--- config.mk ---
export PLATFORM = sky130hd
export DESIGN_NAME = llh_job_queue
export DESIGN_NICKNAME = d
export VERILOG_FILES = /design/src/hdl/llh_pkg.sv /design/src/hdl/llh_job_queue.sv
export SDC_FILE = /design/constraint.sdc
export NUM_CORES = 1
export LEC_CHECK = 0
export BUFFER_PORTS_ARGS = -buffer_cell sky130_fd_sc_hd__buf_2
export CAP_MARGIN = 15
export CORE_ASPECT_RATIO = 0.7
export CORE_MARGIN = 1.5
export CORE_UTILIZATION = 25
export CTS_CLUSTER_DIAMETER = 50
export CTS_CLUSTER_SIZE = 20
export DETAILED_ROUTE_END_ITERATION = 8
export PLACE_DENSITY = 0.46
export SLEW_MARGIN = 10
export SYNTH_ARGS = -nofsm -noshare
export SYNTH_HDL_FRONTEND = slang
export SYNTH_SLANG_ARGS = --single-unit
--- constraint.sdc ---
create_clock -name clk -period 6.3 [get_ports clk]
set_input_delay 0 -clock clk [delete_from_list [all_inputs] [get_ports clk]]
set_output_delay 0 -clock clk [all_outputs]
set_load 0.03 [all_outputs]
--- src/hdl/llh_pkg.sv ---
// Shared constants, register indexes and item types of the latency histogram.
`default_nettype none
package llh_pkg;

  localparam int NUM_DEVICES_DEF = 3;
  localparam int NUM_BUCKETS_DEF = 12;
  localparam int COUNT_WIDTH_DEF = 32;
  localparam int QUEUE_DEPTH     = 2;

  localparam int TIME_W     = 64;
  localparam int SHIFT_W    = 5;
  localparam int INTERVAL_W = 12;
  localparam int SPAN_W     = 42;
  localparam int CFG_IDX_W  = 4;
  localparam int CFG_DATA_W = 12;

  localparam logic [TIME_W-1:0] NS_PER_MS = 64'd1_000_000;
  localparam logic [TIME_W-1:0] NS_PER_S  = 64'd1_000_000_000;

  localparam logic [CFG_IDX_W-1:0] REG_BUCKET_SHIFT = 4'd0;
  localparam logic [CFG_IDX_W-1:0] REG_INTERVAL     = 4'd1;

  localparam logic [SHIFT_W-1:0]    SHIFT_RST    = 5'd3;
  localparam logic [INTERVAL_W-1:0] INTERVAL_RST = 12'd10;

  typedef struct packed {
    logic [1:0]        device_index;
    logic [TIME_W-1:0] insert_ns;
    logic [TIME_W-1:0] issue_ns;
    logic [TIME_W-1:0] complete_time_ns;
  } event_t;

  typedef struct packed {
    logic [1:0]  device_number;
    logic [3:0]  bucket_number;
    logic [31:0] request_total;
    logic [31:0] queue_count;
    logic [31:0] service_count;
    logic        last_of_dump;
  } result_t;

  function automatic int dev_w(input int n);
    return (n > 1) ? $clog2(n) : 1;
  endfunction

endpackage
`default_nettype wire

--- src/hdl/llh_job_queue.sv ---
// Small flop FIFO of classified jobs between front and back end.
`default_nettype none
module llh_job_queue #(
  parameter int WIDTH = 131,
  parameter int DEPTH = llh_pkg::QUEUE_DEPTH
) (
  input  wire logic             clk,
  input  wire logic             rst_n,
  input  wire logic             push,
  input  wire logic [WIDTH-1:0] wdata,
  output logic                  full,
  input  wire logic             pop,
  output logic [WIDTH-1:0]      rdata,
  output logic                  empty
);

  localparam int PTR_W = $clog2(DEPTH);
  localparam int CNT_W = $clog2(DEPTH + 1);

  logic [WIDTH-1:0] mem_r [DEPTH];
  logic [PTR_W-1:0] wr_ptr_r, rd_ptr_r;
  logic [CNT_W-1:0] count_r;

  assign full  = count_r == CNT_W'(DEPTH);
  assign empty = count_r == '0;
  assign rdata = mem_r[rd_ptr_r];

  always_ff @(posedge clk) begin
    if (!rst_n) begin
      wr_ptr_r <= '0;
      rd_ptr_r <= '0;
      count_r  <= '0;
    end else begin
      if (push) begin
        wr_ptr_r <= (wr_ptr_r == PTR_W'(DEPTH - 1)) ? '0 : wr_ptr_r + PTR_W'(1);
      end
      if (pop) begin
        rd_ptr_r <= (rd_ptr_r == PTR_W'(DEPTH - 1)) ? '0 : rd_ptr_r + PTR_W'(1);
      end
      if (push && !pop) begin
        count_r <= count_r + CNT_W'(1);
      end else if (pop && !push) begin
        count_r <= count_r - CNT_W'(1);
      end
    end
  end

  always_ff @(posedge clk) begin
    if (push) begin
      mem_r[wr_ptr_r] <= wdata;
    end
  end

endmodule
`default_nettype wire

**After elaboration in Yosys (flattened, before gate mapping)**

Memories as Yosys holds them, arrays and structs flattened. A register that Yosys moved wholly into a read port is not among the register bits.
Cells that the tools add are included.

- Input port bits: 135
- Logic and storage cells: 23
- Memories kept: 1
- Bits in registers: 4
- RAM bits: 262
- Output and inout port bits: 133

Memories:

| memory | depth | width | read ports | clocked after Yosys merged registers in | wr ports | line | source |
|---|---|---|---|---|---|---|---|
| mem_r | 2 | 131 | 1 | 1 | 1 | llh_job_queue.sv:20 | `logic [WIDTH-1:0] mem_r [DEPTH];` |

- Add/sub/neg operators: 4
- Mux-type cells: 8
- Equal/unequal tests: 1
- Reduce and logical (&&, ||, !) cells: 6

Operators by type and width:

| kind | number |
|---|---|
| two-way mux 1 bit | 6 |
| two-way mux 2 bit | 2 |
| adder 1 bit (second input constant) | 2 |
| adder 2 x 1 -> 2 bit (second input constant) | 1 |
| equality test 2 bit (second input constant) | 1 |
| logical AND 1 bit | 2 |
| logical NOT 1 bit | 2 |
| logical NOT 2 bit | 1 |
| nonzero test 2 bit | 1 |
| subtractor 2 x 1 -> 2 bit (second input constant) | 1 |

**Logic depth before layout (Yosys ltp)**

- Word-level depth: 4
- Mapped depth: 5
- Mapped depth without buffers: 5

**Least setup slack after synthesis**

Ideal clock, no wire load.

- Kind: register to register
- Start: register wr_ptr_r
- End: memory mem_r[0][0] (enable)
- Path buffers: 0
- Setup time: 639 ps
- Data required time: 5661 ps
- Stages on the path, launching flop included: 2
- Slack: -436 ps
- Period minus slack after synthesis: 6736 ps
- Arrival: 6097 ps
- Path through: dfxtp_1 > nor2b_1

RTL lines:

| item | line | source |
|---|---|---|
| from (decl) | llh_job_queue.sv:21 | `logic [PTR_W-1:0] wr_ptr_r, rd_ptr_r;` |
| from (signal assigned) | llh_job_queue.sv:35 | `wr_ptr_r <= (wr_ptr_r == PTR_W'(DEPTH - 1)) ? '0 : wr_ptr_r + PTR_W'(1);` |
| to (decl) | llh_job_queue.sv:20 |  |

Straight into the memory's write port.

==> run metrics <==
fin crit period 2.74 ns; vias post-DR 5432; dpl cells 1222; Finished Layout Cells 1410; post-CTS sizing 0; worst vdd ir 0.000214 V; clk_skew 0.0105 ns; DR iter-0 viols 194; first-pass GRT wire length 32300 um; iteration count of the initial detailed-routing pass 4; Worst setup SP type flip-flop; leak pwr 5.48 nW; Max clock buf depth 3; die height 171 um; # nets final 988; CTS root buf clkbuf_16; post-route ant nets 0; final period utilization 0.434; Setup Fix Bufs, Post-CTS 0; Max Cap Viol 0; Crit. End Element output port; max_slew headroom 0.349; vias in the first global route 5529; Reg area 0.00797 mm^2; Vias/cell 3.85; cts hold-fix bufs 135; post-synthesis sequential area ratio 0.793; total CTS buffers 28; wire per inst 15.6 um; Cell variety after synth 19; syn nets 566; cell count after synthesis 430; WL final 22100 um; PwrDens 308 mW/mm^2; placed cell areas 0.0120 mm^2; clock sink count 267; Setup Viol. Count Final 0; Setup Total Neg Slack 0 ns; CTS tree yes; Layout Utilization 0.360; Syn-to-layout area delta 42.2%; Required @ worst endpoint 6.30 ns; Starting Density 0.253; Final Instance Area 0.0143 mm^2; Final Max Tran Viols 0; WP data arrival 2.74 ns; Max Fanout on Critical Path 80; overall routing resource usage 0.102; antenna violations before repair 3; pin count of the biggest net entering global routing 81; CP Class flip-flop to output port; Worst Max-Slew Pin Slew 0.976 ns; share of layout cells above drive strength 1 0.522; area occupied by multi-input gates 0.00194 mm^2; Remaining DRCs 0; die area 0.0414 mm^2; Post-Synthesis Cell Area 0.0100 mm^2; worst-skew pair later-pin latency 0.55 ns; YS warnings 0; Cell Rows 61; Hold Crit Class primary input to flip-flop; fmax 366 MHz; die width 243 um; GRT overflow 0; # port buffers 267; final hold vios 0; Placeable Area 0.0397 mm^2; syn_area_per_cell 23.4 um^2; IO Pins 268; Reg clk slew, reported paths 0.07 ns; Design Power 0.00440 W; FF+latch count, synth 267; RSZ-0062 raised after global routing no; status complete, no violations; hpwl dp 13700 um; Clock H-tree levels 1; Layout fillers 3804; GP Congestion 0.678
==> cells by family (layout without fill, tap and decap cells) <==
kind of cell | count (synthesis) | in the layout | share of synthesized area
flops | 267 | 267 | 0.793
mux | 131 | 131 | 0.180
buf+inv | 16 | 458 | 0.0151
simple gates | 9 | 9 | 0.00548
compound gates | 3 | 3 | 0.00199
xor+xnor | 3 | 3 | 0.00262
fa+ha+maj | 1 | 1 | 0.00125
other cells | 0 | 3 | 0
==> flip-flops by register name, summed over array words and instances, names as in the netlist, named ones only <==
name      count
count_r       2
mem_r       262
rd_ptr_r      1
wr_ptr_r      1
==> routing by layer <==
| metal | up-vias | part of all wire | GRT usage |
|---|---|---|---|
| met5 | - | 0 | 0 |
| met4 | 0 | 0.023 | 0.0259 |
| met3 | 30 | 0.064 | 0.0344 |
| met2 | 151 | 0.45 | 0.158 |
| met1 | 2684 | 0.46 | 0.136 |
| li1 | 2567 | - | - |
==> worst max-delay path, stage by stage (launching register included) <==
cell     delay [ns]
dfxtp_4        0.94
buf_12         0.46
mux2_4         0.37
buf_2          0.18
==> metrics by stage <==
step	hold WS, ns	worst slack, ns
2_1_floorplan	0.0989	2.12
3_3_place_gp	0.188	3.85
3_5_place_dp	0.192	3.83
4_1_cts	0.118	3.43
5_1_grt	0.142	3.39
6_report	0.160	3.56
==> where the power goes <==
group / leakage (nW) / switching [W] / internal (W)
clock network: 0.447 / 0.000736 / 0.000942
logic: 2.54 / 0.000357 / 0.000277
registers: 2.50 / 0.0000385 / 0.00205
==> synth_stat cells, drive strengths merged <==
cell type,number,area [um^2]
a21boi,1,7.51
and2,4,25.0
and2b,1,7.51
buf,15,148
dfxtp,5,100
edfxtp,262,7870
ha,1,12.5
inv,1,3.75
mux2,131,1810
nor2,1,3.75
nor2b,2,12.5
o21a,1,7.51
o21ai,1,5.00
or3,1,6.26
xnor2,1,8.76
xor2,2,17.5
==> cell type report <==
cell class              instances  area share
diodes                          3    0.000526
multi-input cells             147       0.136
well taps                     535      0.0469
clock buffers                  29      0.0508
repair buffers                407       0.192
flip-flops and latches        267       0.558
inverters                       1    0.000263
clock inverters                21      0.0163
==> cell usage in the layout, fill, tap and decap left out, types with 2 or more instances in the layout <==
cell,Yosys,final
clkinvlp_4,0,6
clkinv_4,0,5
bufinv_16,0,2
buf_2,4,267
dfxtp_1,5,4
clkbuf_16,0,29
xor2_1,2,2
edfxtp_1,262,262
diode_2,0,3
inv_6,0,3
buf_4,0,4
and2_1,4,3
mux2_2,41,41
mux2_4,90,90
dlygate4sd3_1,0,135
clkinv_8,0,3
==> worst paths after layout <==
path | start | endpoint | slack [ns] | depth (start not counted)
max reg2reg | wr_ptr_r | mem_r[1][2] | 3.94 | 2
min | wdata[49] | mem_r[1][49] | 0.16 | 2
max | flip-flop | rdata[28] | 3.56 | 3
min reg2reg | count_r[1] | count_r[1] | 0.55 | 2
Power figures use the tool's default switching activity.
