File: src/hdl/llh_pkg.sv
// Shared constants, register indexes and item types of the latency histogram.
`default_nettype none
package llh_pkg;

  localparam int NUM_DEVICES_DEF = 3;
  localparam int NUM_BUCKETS_DEF = 12;
  localparam int COUNT_WIDTH_DEF = 32;
  localparam int QUEUE_DEPTH     = 2;

  localparam int TIME_W     = 64;
  localparam int SHIFT_W    = 5;
  localparam int INTERVAL_W = 12;
  localparam int SPAN_W     = 42;
  localparam int CFG_IDX_W  = 4;
  localparam int CFG_DATA_W = 12;

  localparam logic [TIME_W-1:0] NS_PER_MS = 64'd1_000_000;
  localparam logic [TIME_W-1:0] NS_PER_S  = 64'd1_000_000_000;

  localparam logic [CFG_IDX_W-1:0] REG_BUCKET_SHIFT = 4'd0;
  localparam logic [CFG_IDX_W-1:0] REG_INTERVAL     = 4'd1;

  localparam logic [SHIFT_W-1:0]    SHIFT_RST    = 5'd3;
  localparam logic [INTERVAL_W-1:0] INTERVAL_RST = 12'd10;

  typedef struct packed {
    logic [1:0]        device_index;
    logic [TIME_W-1:0] insert_ns;
    logic [TIME_W-1:0] issue_ns;
    logic [TIME_W-1:0] complete_time_ns;
  } event_t;

  typedef struct packed {
    logic [1:0]  device_number;
    logic [3:0]  bucket_number;
    logic [31:0] request_total;
    logic [31:0] queue_count;
    logic [31:0] service_count;
    logic        last_of_dump;
  } result_t;

  function automatic int dev_w(input int n);
    return (n > 1) ? $clog2(n) : 1;
  endfunction

endpackage
`default_nettype wire

File: src/hdl/llh_stream_if.sv
// Valid/ready stream channel carrying one item of type T.
`default_nettype none
interface llh_stream_if #(
  parameter type T = logic
);
  logic valid;
  logic ready;
  T     data;

  modport source (output valid, output data, input ready);
  modport sink (input valid, input data, output ready);
endinterface
`default_nettype wire

File: src/hdl/llh_front.sv
// Front end: config registers, event checks, window tracking and job push.
`default_nettype none
module llh_front #(
  parameter int NUM_DEVICES = llh_pkg::NUM_DEVICES_DEF,
  parameter int JOB_W       = 1 + llh_pkg::dev_w(llh_pkg::NUM_DEVICES_DEF) + 2 * llh_pkg::TIME_W
) (
  input  wire logic                           clk,
  input  wire logic                           rst_n,
  input  wire logic                           cfg_we,
  input  wire logic [llh_pkg::CFG_IDX_W-1:0]  cfg_index,
  input  wire logic [llh_pkg::CFG_DATA_W-1:0] cfg_wdata,
  llh_stream_if.sink                          in_if,
  input  wire logic                           clearing,
  input  wire logic                           q_full,
  output logic                                q_push,
  output logic [JOB_W-1:0]                    q_wdata
);

  localparam int DEV_W = llh_pkg::dev_w(NUM_DEVICES);
  localparam int TW    = llh_pkg::TIME_W;

  typedef enum logic [2:0] {
    F_IDLE = 3'b001,
    F_CHK  = 3'b010,
    F_PUSH = 3'b100
  } fstate_t;

  fstate_t                          state_r, state_nxt;
  logic [llh_pkg::SHIFT_W-1:0]      shift_r;
  logic [llh_pkg::INTERVAL_W-1:0]   interval_r;
  logic [llh_pkg::SPAN_W-1:0]       span_r;
  logic [TW-1:0]                    window_start_r;
  logic [DEV_W-1:0]                 dev_r;
  logic [TW-1:0]                    qd_r, sd_r, cmp_r, limit_r;
  logic                             ok_r;
  logic                             accept;
  logic                             dump;
  logic [TW:0]                      end_sum;
  llh_pkg::event_t                  ev;

  assign ev          = in_if.data;
  assign in_if.ready = (state_r == F_IDLE) && !clearing;
  assign accept      = in_if.valid && in_if.ready;
  assign dump        = cmp_r > limit_r;
  assign end_sum     = {1'b0, window_start_r} + (TW + 1)'(span_r);
  assign q_push      = (state_r == F_PUSH) && !q_full;
  assign q_wdata     = {dump, dev_r, qd_r, sd_r};

  always_comb begin
    state_nxt = state_r;
    unique case (state_r)
      F_IDLE: begin
        if (accept) begin
          state_nxt = F_CHK;
        end
      end
      F_CHK: begin
        state_nxt = ok_r ? F_PUSH : F_IDLE;
      end
      F_PUSH: begin
        if (!q_full) begin
          state_nxt = F_IDLE;
        end
      end
      default: state_nxt = F_IDLE;
    endcase
  end

  always_ff @(posedge clk) begin
    if (!rst_n) begin
      state_r        <= F_IDLE;
      shift_r        <= llh_pkg::SHIFT_RST;
      interval_r     <= llh_pkg::INTERVAL_RST;
      span_r         <= llh_pkg::SPAN_W'(llh_pkg::INTERVAL_RST) *
                        llh_pkg::SPAN_W'(llh_pkg::NS_PER_S);
      window_start_r <= '0;
    end else begin
      state_r <= state_nxt;
      span_r  <= llh_pkg::SPAN_W'(interval_r) * llh_pkg::SPAN_W'(llh_pkg::NS_PER_S);
      if (cfg_we) begin
        if (cfg_index == llh_pkg::REG_BUCKET_SHIFT) begin
          shift_r <= cfg_wdata[llh_pkg::SHIFT_W-1:0];
        end else if (cfg_index == llh_pkg::REG_INTERVAL) begin
          interval_r <= cfg_wdata[llh_pkg::INTERVAL_W-1:0];
        end
      end
      if (q_push && dump) begin
        window_start_r <= cmp_r;
      end
    end
  end

  always_ff @(posedge clk) begin
    if (accept) begin
      dev_r <= DEV_W'(ev.device_index);
      ok_r  <= (32'(ev.device_index) < 32'(NUM_DEVICES)) &&
               (ev.insert_ns != '0) && (ev.issue_ns != '0) &&
               (ev.issue_ns >= ev.insert_ns);
      qd_r  <= ev.issue_ns - ev.insert_ns;
      sd_r  <= ev.complete_time_ns - ev.issue_ns;
      cmp_r <= ev.complete_time_ns;
    end else if (state_r == F_CHK) begin
      qd_r    <= qd_r >> shift_r;
      sd_r    <= sd_r >> shift_r;
      limit_r <= end_sum[TW] ? '1 : end_sum[TW-1:0];
    end
  end

endmodule
`default_nettype wire

File: src/flat_wrapper.sv
// flat-port wrapper written by rule: the top's interface ports become plain ports
module llh_front_flat 
#(
  parameter int NUM_DEVICES = llh_pkg::NUM_DEVICES_DEF,
  parameter int JOB_W       = 1 + llh_pkg::dev_w(llh_pkg::NUM_DEVICES_DEF) + 2 * llh_pkg::TIME_W
)
  (clk, rst_n, cfg_we, cfg_index, cfg_wdata, clearing, q_full, q_push, q_wdata, in_if_valid, in_if_data, in_if_ready);
  llh_stream_if in_if_i ();
  input  wire logic clk;
  input  wire logic rst_n;
  input  wire logic cfg_we;
  input  wire logic [llh_pkg::CFG_IDX_W-1:0] cfg_index;
  input  wire logic [llh_pkg::CFG_DATA_W-1:0] cfg_wdata;
  input  wire logic clearing;
  input  wire logic q_full;
  output logic q_push;
  output logic [JOB_W-1:0] q_wdata;
  input wire logic [$bits(in_if_i.valid)-1:0] in_if_valid;
  input wire logic [$bits(in_if_i.data)-1:0] in_if_data;
  output wire logic [$bits(in_if_i.ready)-1:0] in_if_ready;
  assign in_if_i.valid = in_if_valid;
  assign in_if_i.data = in_if_data;
  assign in_if_ready = in_if_i.ready;
  llh_front #(.NUM_DEVICES(NUM_DEVICES), .JOB_W(JOB_W)) u_core (.clk(clk), .rst_n(rst_n), .cfg_we(cfg_we), .cfg_index(cfg_index), .cfg_wdata(cfg_wdata), .in_if(in_if_i), .clearing(clearing), .q_full(q_full), .q_push(q_push), .q_wdata(q_wdata));
endmodule
File: config.mk
export PLATFORM = sky130hd
export DESIGN_NAME = llh_front_flat
export DESIGN_NICKNAME = d
export VERILOG_FILES = /design/src/hdl/llh_pkg.sv /design/src/hdl/llh_stream_if.sv /design/src/hdl/llh_front.sv /design/src/flat_wrapper.sv
export SDC_FILE = /design/constraint.sdc
export NUM_CORES = 1
export LEC_CHECK = 0
export ABC_AREA = 0
export ABC_CLOCK_PERIOD_IN_PS = 5500
export BUFFER_PORTS_ARGS = -buffer_cell sky130_fd_sc_hd__buf_4
export CORE_MARGIN = 1.5
export CORE_UTILIZATION = 50
export CTS_CLUSTER_DIAMETER = 120
export DETAILED_ROUTE_END_ITERATION = 10
export GPL_TIMING_DRIVEN = 1
export PLACE_DENSITY = 0.69
export RECOVER_POWER = 100
export SYNTH_ARGS = -nofsm -noshare
export SYNTH_HDL_FRONTEND = slang
export SYNTH_SLANG_ARGS = --single-unit
File: constraint.sdc
create_clock -name clk -period 5.5 [get_ports clk]
set_input_delay 1.1 -clock clk [delete_from_list [all_inputs] [get_ports clk]]
set_output_delay 1.1 -clock clk [all_outputs]
set_load 0.03 [all_outputs]
* Yosys cells after proc, flatten, opt, wreduce, memory -nomap -nowiden
Index checks and enable logic that the tools add are counted.
** Word-level totals
- Flip-flop bits (word level) :: 256
- Output and inout bits :: 133
- Word-level logic and storage cells :: 41
** Cells by class
- Add/subtract/negate cells :: 1
- Multipliers :: 1
- Order comparisons :: 1
- Equal/unequal tests :: 6
- Shifts and indexed selects :: 2
- Multiplexer cells :: 5
- Bitwise gates (word level) :: 2
- Reduce and logical (&&, ||, !) cells :: 12
** Operators by type and width (count)
- $shr 64x5->64 :: 2
- $gt 1x64->1 :: 1
- $add 1x42->43 :: 1
- $mul 12x21->33 const B :: 1
- $mux 3 :: 2
- $pmux 3 s2 :: 1
- $reduce_and 2->1 :: 3
- $eq 4x1->1 const B :: 1
- $logic_and 1x1->1 :: 4
- $logic_not 4->1 :: 1
- $eq 3x1->1 const B :: 1
- $eq 3x2->1 const B :: 1
- $eq 3x3->1 const B :: 1
- $reduce_and 3->1 :: 1
- $logic_not 1->1 :: 2
- $mux 1 :: 2
- $ne 2x1->1 const B :: 1
- $ne 2x2->1 const B :: 1
- $not 1->1 :: 2
- $reduce_bool 2->1 :: 1

* Longest topological paths before layout
Gate-level depths: netlist of the first run.
- Word-level depth :: 5
- Mapped depth :: 20
- Gate-level depth less buffers :: 19

* Least setup slack after synthesis of the first run
Ideal clock, no wire load.
- Kind :: reg2reg
- From :: reg u_core.interval_r[10] (netlist name)
- To :: reg u_core.span_r[38] (netlist name)
- Library setup time :: 72 ps
- Arrival :: 4793 ps
- Required time :: 5428 ps
- Slack :: 635 ps
- Stages on the path, launching flop included :: 21
- Path buffers :: 1
- Period minus slack after synthesis :: 4865 ps
- Path through :: dfxtp_1 > inv_1 > ha_1 > inv_1 > fa_1 > inv_1 > fa_1 > inv_1 > fa_1 > inv_1 > fa_1 > inv_1 > ha_1 > clkbuf_1 > a21oi_1 > o21ai_0 > a31oi_1 > o41ai_2 > a211o_1 > o221ai_1 > mux2i_1
** On the way
- Word-level cells in the longest chain between the ends :: 1
** Ends and longest elaborated chain
- from (decl) :: RTL line llh_front.sv:30 : logic [llh_pkg::INTERVAL_W-1:0] interval_r;
- from (signal assigned) :: RTL line llh_front.sv:73 : interval_r <= llh_pkg::INTERVAL_RST;
- from (signal assigned) :: RTL line llh_front.sv:84 : interval_r <= cfg_wdata[llh_pkg::INTERVAL_W-1:0];
- $mul 12x21->33 :: RTL line llh_front.sv:79 : span_r <= llh_pkg::SPAN_W'(interval_r) * llh_pkg::SPAN_W'(llh_pkg::NS_PER_S);
- to (signal assigned) :: RTL line llh_front.sv:74 : span_r <= llh_pkg::SPAN_W'(llh_pkg::INTERVAL_RST) *
- to (signal assigned) :: RTL line llh_front.sv:79
- to (decl) :: RTL line llh_front.sv:31 : logic [llh_pkg::SPAN_W-1:0] span_r;
Every way passes these cells.
A chain may end at the register's enable or synchronous reset.

* Worst setup path in the final report of the first run
- From :: reg u_core.interval_r[3] (netlist name)
- To :: reg u_core.span_r[41] (netlist name)
The elaborated chain is that of the path after synthesis.

==> results of run 1 <==
## critical path: stages, from the launching register on
cell and delay (ns):
dfxtp_1 0.46, fa_1 0.49, fa_1 0.53, inv_1 0.06, fa_1 0.47, inv_1 0.06, fa_1 0.55, inv_1 0.07
fa_1 0.55, inv_1 0.05, ha_1 0.38, a21oi_1 0.24, o21ai_0 0.16, o21ai_0 0.18, nand3_1 0.09, a21oi_1 0.29
o31a_1 0.20, mux2_1 0.31
## kinds of logic after synthesis
kind of cell               count (synthesis)  share of synthesized area
AOI/OAI and AO/OA                        426                     0.1501
xor gates and xnor gates                  25                    0.01241
adders and majority gates                185                     0.1683
buffers and inverters                    316                    0.07370
DFF                                      214                     0.2627
muxes                                    256                     0.2093
other                                      1                  0.0002126
and+or+nand+nor                          527                     0.1233
## worst max path at each step
stage	start	endpoint	slack, ns
global placement	u_core.interval_r[3]$_SDFFE_PN1P_	u_core.span_r[41]$_SDFF_PN0_	0.29
finish	u_core.interval_r[3]$_SDFFE_PN1P_	u_core.span_r[41]$_SDFF_PN0_	0.22
detailed placement	u_core.interval_r[3]$_SDFFE_PN1P_	u_core.span_r[41]$_SDFF_PN0_	0.26
floorplan	u_core.interval_r[10]$_SDFFE_PN0P_	u_core.span_r[38]$_SDFF_PN0_	0.63
CTS	u_core.interval_r[3]$_SDFFE_PN1P_	u_core.span_r[41]$_SDFF_PN0_	0.22
global route	u_core.interval_r[3]$_SDFFE_PN1P_	u_core.span_r[41]$_SDFF_PN0_	0.003
## metal layers
layer	wire, um	up-vias	global-route usage
met1	20510	7703	0.3556
li1	-	7037	-
met2	28210	754	0.5465
met5	0	-	0
met4	3451	0	0.1717
met3	3956	190	0.03938
## flip-flops by register name, indices dropped and copies added (netlist names)
| register | count |
|---|---|
| u_core.sd_r | 64 |
| u_core.state_r | 2 |
| u_core.span_r | 33 |
| u_core.limit_r | 33 |
| u_core.qd_r | 64 |
| u_core.shift_r | 5 |
| u_core.cmp_r | 1 |
| u_core.interval_r | 12 |
## cells in the mapped netlist, types with 10 or more instances
cell type	count
nand2_1	237
nor2_1	205
dfxtp_1	179
inv_1	169
mux2i_1	127
a21oi_1	110
o21ai_0	106
ha_1	98
fa_1	87
mux4_2	86
clkbuf_1	81
a22oi_1	68
mux2_2	42
edfxtp_1	35
o21ai_1	26
buf_2	25
buf_1	19
a31oi_1	16
nand3_1	16
buf_4	14
xnor2_1	14
nor3_1	12
a221oi_1	11
and3_1	11
o22ai_1	11
xor2_1	11
o221ai_1	10
## report_power, final
part | internal [mW] | total, mW | switching, mW
Sequential | 1.66 | 1.71 | 0.0466
Combinational | 0.263 | 0.702 | 0.438
Clock | 1.08 | 1.78 | 0.693
Total | 3.01 | 4.18 | 1.18
## area by class of cell
type	instances	area share
well taps	455	0.02939
inverters	173	0.03366
multi-input cells	1422	0.6052
flip-flops and latches	214	0.2398
clock buffers	32	0.03586
clock inverters	16	0.009691
repair buffers	186	0.04639
## through the flow
step,hold WS [ns],area [um2],worst slack (ns),util,cells
5_1_grt,0.4056,19370,0.003305,0.5593,2498
2_1_floorplan,0.3855,17650,0.6349,-,1952
4_1_cts,0.3935,19900,0.2242,0.5747,2498
6_report,0.3893,19370,0.2187,0.5593,2498
3_3_place_gp,0.3859,19020,0.2885,0.5492,2450
3_5_place_dp,0.3887,19020,0.2575,0.5492,2450
==> flow_metrics.py, run 1 <==
metrics = {
    "run_status": {
        "status": "complete, but fails checks",
        "violations": "max-capacitance violations, max-slew violations",
    },
    "sta": {
        "slew_violations": 192,
        "rsz0062_at_grt": "false",
        "period_share": 0.9602,
        "fin_crit_ns": 5.281,
        "fmax_mhz": 189.3,
        "worst_pin_slew_ns": 3.475,
        "setup_violations": 0,
        "finClkSkew_ns": 0.01667,
        "hold_violations": 0,
        "tns_ns": 0,
        "slew_headroom": -1.316,
    },
    "run": {
        "maxCapViolations": 4,
    },
    "clock_network": {
        "ctsRootBufferMaster": "clkbuf_16",
        "cts_resized": 0,
        "clock_latency_ns": 0.54,
        "clock-sinks": 214,
        "hold_buffers": 0,
        "cts_tree": "done",
        "clk_pin_slew_ns": 0.06,
        "numCtsBuffers": 26,
        "htree_levels": 1,
        "clockBufferDepth": 3,
        "post_cts_buffers": 0,
    },
    "global_routing": {
        "track_usage": 0.3072,
        "grt_max_degree": 76,
        "grt_pass1_wl_um": 87400,
        "grt_pass1_vias": 15814,
        "overflow": 0,
        "antenna_found_initial": 0,
    },
    "floorplan": {
        "die_area_um2": 36410,
        "ios": 156,
        "initial_core_util": 0.5094,
        "chipHeight_um": 190.8,
        "core_um2": 34630,
        "chipWidth_um": 190.8,
        "num_rows": 68,
    },
    "pwr": {
        "total_power_mw": 4.185,
        "power.density_nw_per_um2": 216.1,
        "irDropWorstVdd_mv": 0.1997,
        "p_leak_nw": 8.464,
    },
    "worst_setup_path": {
        "regToRegEndpoint": "u_core.span_r[41]$_SDFF_PN0_",
        "r2r_slack_ns": 0.22,
        "crit_fanout": 8,
        "worstReg2RegStart": "u_core.interval_r[3]$_SDFFE_PN1P_",
        "crit_type": "register to register",
        "r2r.worst_path.cells": 17,
        "arrival_ns": 5.70,
        "crit_path_end_kind": "register",
        "cp-start-kind": "register",
        "crit_required_ns": 5.92,
    },
    "drt": {
        "vias": 15684,
        "wire_per_inst_um": 22.47,
        "vias_per_cell": 6.279,
        "drtIter0Drc": 1595,
        "firstDrtPassIters": 6,
        "drc_errors": 0,
        "drtAntennaViolNets": 0,
        "drt-total-wl_um": 56130,
    },
    "finish": {
        "drive_gt1_frac": 0.1170,
        "final_cell_mix": "nand2_1 (237), nor2_1 (203), dfxtp_1 (175)",
        "regArea_um2": 4644,
        "multi_input_area_um2": 11720,
        "insertedDiodeCount": 0,
        "fillCellCount": 3258,
        "nNetsFinal": 2231,
        "area_growth_pct": 9.796,
        "layout_commonest_cell": "nand2_1",
    },
    "placed_design": {
        "portBuffers": 151,
        "gp_congestion": 0.9355,
        "hpwlAfterDp_um": 40860,
    },
    "synthesis": {
        "ys_types": 66,
        "yosysTopAreaCellShare": 0.2031,
        "synth_area_um2": 17640,
        "netlist_top_cells_area": "dfxtp_1 (20%), mux4_2 (11%), fa_1 (9.9%)",
        "yosysTopAreaCell": "dfxtp_1",
        "avgSynthCellArea_um2": 9.046,
        "synth-seq-cells": 214,
        "synth-async-reset-ratio": 0,
        "ys.flop_type": "dfxtp_1",
        "synthCells": 1950,
        "synth_warnings": 0,
        "ys_seq_area_frac": 0.2627,
        "synth_edf_count": 35,
    },
    "hold_path": {
        "hp-start": "u_core.span_r[32]$_SDFF_PN0_",
        "hold_path_end": "u_core.limit_r[32]$_DFFE_PP_",
        "min_path_type": "register to register",
        "hold_depth": 0,
    },
}
(Power assumes the default switching activity.)
==> run 2, diff against run 1 <==
--- a/config.mk
+++ b/config.mk
@@ -10,11 +10,13 @@
 export BUFFER_PORTS_ARGS = -buffer_cell sky130_fd_sc_hd__buf_4
 export CORE_MARGIN = 1.5
 export CORE_UTILIZATION = 50
+export CTS_BUF_LIST = sky130_fd_sc_hd__clkbuf_8
 export CTS_CLUSTER_DIAMETER = 120
 export DETAILED_ROUTE_END_ITERATION = 10
 export GPL_TIMING_DRIVEN = 1
 export PLACE_DENSITY = 0.69
 export RECOVER_POWER = 100
+export SKIP_LAST_GASP = 1
 export SYNTH_ARGS = -nofsm -noshare
 export SYNTH_HDL_FRONTEND = slang
 export SYNTH_SLANG_ARGS = --single-unit
==> flow_metrics.py, run 2 (synthesis results as in run 1) <==
metrics = {
    "run_status": {
        "status": "complete, but fails checks",
        "violations": "max-capacitance violations, max-slew violations",
    },
    "finish": {
        "fillCellCount": 3274,
        "final_cell_mix": "nand2_1 (237), nor2_1 (203), inv_1 (179)",
        "drive_gt1_frac": 0.1249,
        "area_growth_pct": 9.356,
        "regArea_um2": 4644,
        "utilization": 0.5571,
        "insertedDiodeCount": 0,
        "nNetsFinal": 2244,
        "multi_input_area_um2": 11730,
        "layout_commonest_cell": "nand2_1",
        "reg.largest.list": "u_core.qd_r: 64 flops, u_core.sd_r: 64 flops",
        "stdcell_count": 2520,
    },
    "drt": {
        "drc_errors": 0,
        "firstDrtPassIters": 8,
        "drtAntennaViolNets": 0,
        "drtIter0Drc": 1582,
        "drt-total-wl_um": 56160,
        "vias": 15674,
        "wire_per_inst_um": 22.28,
        "vias_per_cell": 6.220,
    },
    "worst_setup_path": {
        "cpPeakStageDelay_ns": 0.54,
        "arrival_ns": 5.70,
        "crit_type": "register to register",
        "cpMaxStageDelayCell": "fa_1",
        "crit_start": "u_core.interval_r[5]$_SDFFE_PN0P_",
        "crit_family": "adder cells",
        "crit_path_end_kind": "register",
        "cp-start-kind": "register",
        "crit_buf_inv": 3,
        "worstReg2RegStart": "u_core.interval_r[5]$_SDFFE_PN0P_",
        "path_cells": "clkbuf_1, ha_1, ha_1, inv_1, fa_1, fa_1, inv_1, fa_1, ha_1, and4_1, nor2b_1, o21ba_2, a211o_2, a21oi_2, o31a_1, mux2_1",
        "crit_fanout": 8,
        "crit_required_ns": 5.92,
    },
    "sta": {
        "hold_violations": 0,
        "tns_ns": 0,
        "fin_crit_ns": 5.281,
        "slew_violations": 159,
        "fmax_mhz": 189.4,
        "rsz0062_at_grt": "false",
        "period_share": 0.9601,
        "worst_pin_slew_ns": 3.393,
        "slew_headroom": -1.262,
        "finalWorstSetupSlack_ns": 0.2195,
        "finClkSkew_ns": 0.06147,
        "setup_violations": 0,
    },
    "pwr": {
        "switching_share": 0.2984,
        "p_leak_nw": 8.492,
        "irDropWorstVdd_mv": 0.1618,
        "comb_power_share": 0.178,
        "p_seq_frac": 0.431,
        "pwr-share-clk": 0.390,
        "p_int_mw": 2.776,
        "p_switching_mw": 1.181,
        "power.density_nw_per_um2": 205.2,
    },
    "floorplan": {
        "initial_core_util": 0.5094,
        "num_rows": 68,
        "die_area_um2": 36410,
        "chipWidth_um": 190.8,
        "core_um2": 34630,
        "ios": 156,
        "chipHeight_um": 190.8,
    },
    "clock_network": {
        "clock-sinks": 214,
        "hold_buffers": 0,
        "clk_pin_slew_ns": 0.06,
        "clockBufferDepth": 3,
        "ctsRootBufferMaster": "clkbuf_8",
        "clock_latency_ns": 0.60,
        "htree_levels": 2,
        "cts_tree": "done",
        "numCtsBuffers": 39,
    },
    "global_routing": {
        "antenna_found_initial": 0,
        "track_usage": 0.3104,
        "overflow": 0,
        "grt_pass1_vias": 15888,
        "use_met1": 0.3524,
        "use_met2": 0.5452,
        "grt_use_met3": 0.05723,
        "top_usage_layer": "met2",
        "grt_pass1_wl_um": 87490,
        "grt_max_degree": 76,
    },
    "placed_design": {
        "dp_cells": 2450,
        "portBuffers": 151,
        "place_ws_ns": 0.2575,
        "hpwlAfterDp_um": 40860,
        "gp_congestion": 0.9355,
    },
    "run": {
        "maxCapViolations": 3,
    },
    "hold_path": {
        "hp-start": "u_core.span_r[27]$_SDFF_PN0_",
        "min_path_type": "register to register",
    },
}
## run 2: changes by cell type in the layout (fill, tap and decap cells not counted)
cell        change
a21oi_1         -1
a21oi_2         +1
buf_4           +2
bufinv_16       -3
clkbuf_1        -7
clkbuf_16      -27
clkbuf_8       +49
clkinv_4        -1
clkinvlp_4      -1
inv_1          +10
mux2_1          +1
mux2_2          -1
## run 2: cell type report
class,count,share of cell area
timing repair buffer,186,0.04696
clock buffer,49,0.03496
sequential,214,0.2408
inverter,173,0.03379
clock inverter,21,0.006162
tap,455,0.02951
multi-input combinational,1422,0.6078
## run 2: power by group through the flow
stage	Combinational, mW	Clock [mW]	Sequential (mW)
2_1_floorplan	0.490	0	1.75
3_3_place_gp	0.709	0	1.74
3_5_place_dp	0.717	0	1.74
4_1_cts	0.722	1.58	1.71
5_1_grt	0.781	1.65	1.71
6_report	0.705	1.55	1.71
## run 2: path summary, 6_finish.rpt
path                             endpoint  slack, ns  cells past startpoint
max          u_core.span_r[41]$_SDFF_PN0_       0.22                     16
min          u_core.limit_r[27]$_DFFE_PP_       0.39                      0
max reg2reg  u_core.span_r[41]$_SDFF_PN0_       0.22                     16
min reg2reg  u_core.limit_r[27]$_DFFE_PP_       0.39                      0
## run 2: metal layers
metal	routed length, um	share of wire	vias to the layer above
li1	-	-	7065
met1	20330	0.36	7649
met2	28050	0.50	747
met3	4181	0.074	213
met4	3592	0.064	0
met5	0	0	-
## run 2: stage by stage
step                      hold WS, ns  instance area, um2  total power [mW]
after global routing           0.3925               19290             4.144
after floorplan                0.3855               17650             2.240
final                          0.3903               19290             3.957
after global placement         0.3859               19020             2.444
after detailed placement       0.3887               19020             2.456
after CTS                      0.3920               19810             4.005
## run 2: timing repair
item	4_1_cts	5_1_grt
setup buffers	0	0
endpoints found under the setup margin	0	2
resized for setup	0	2
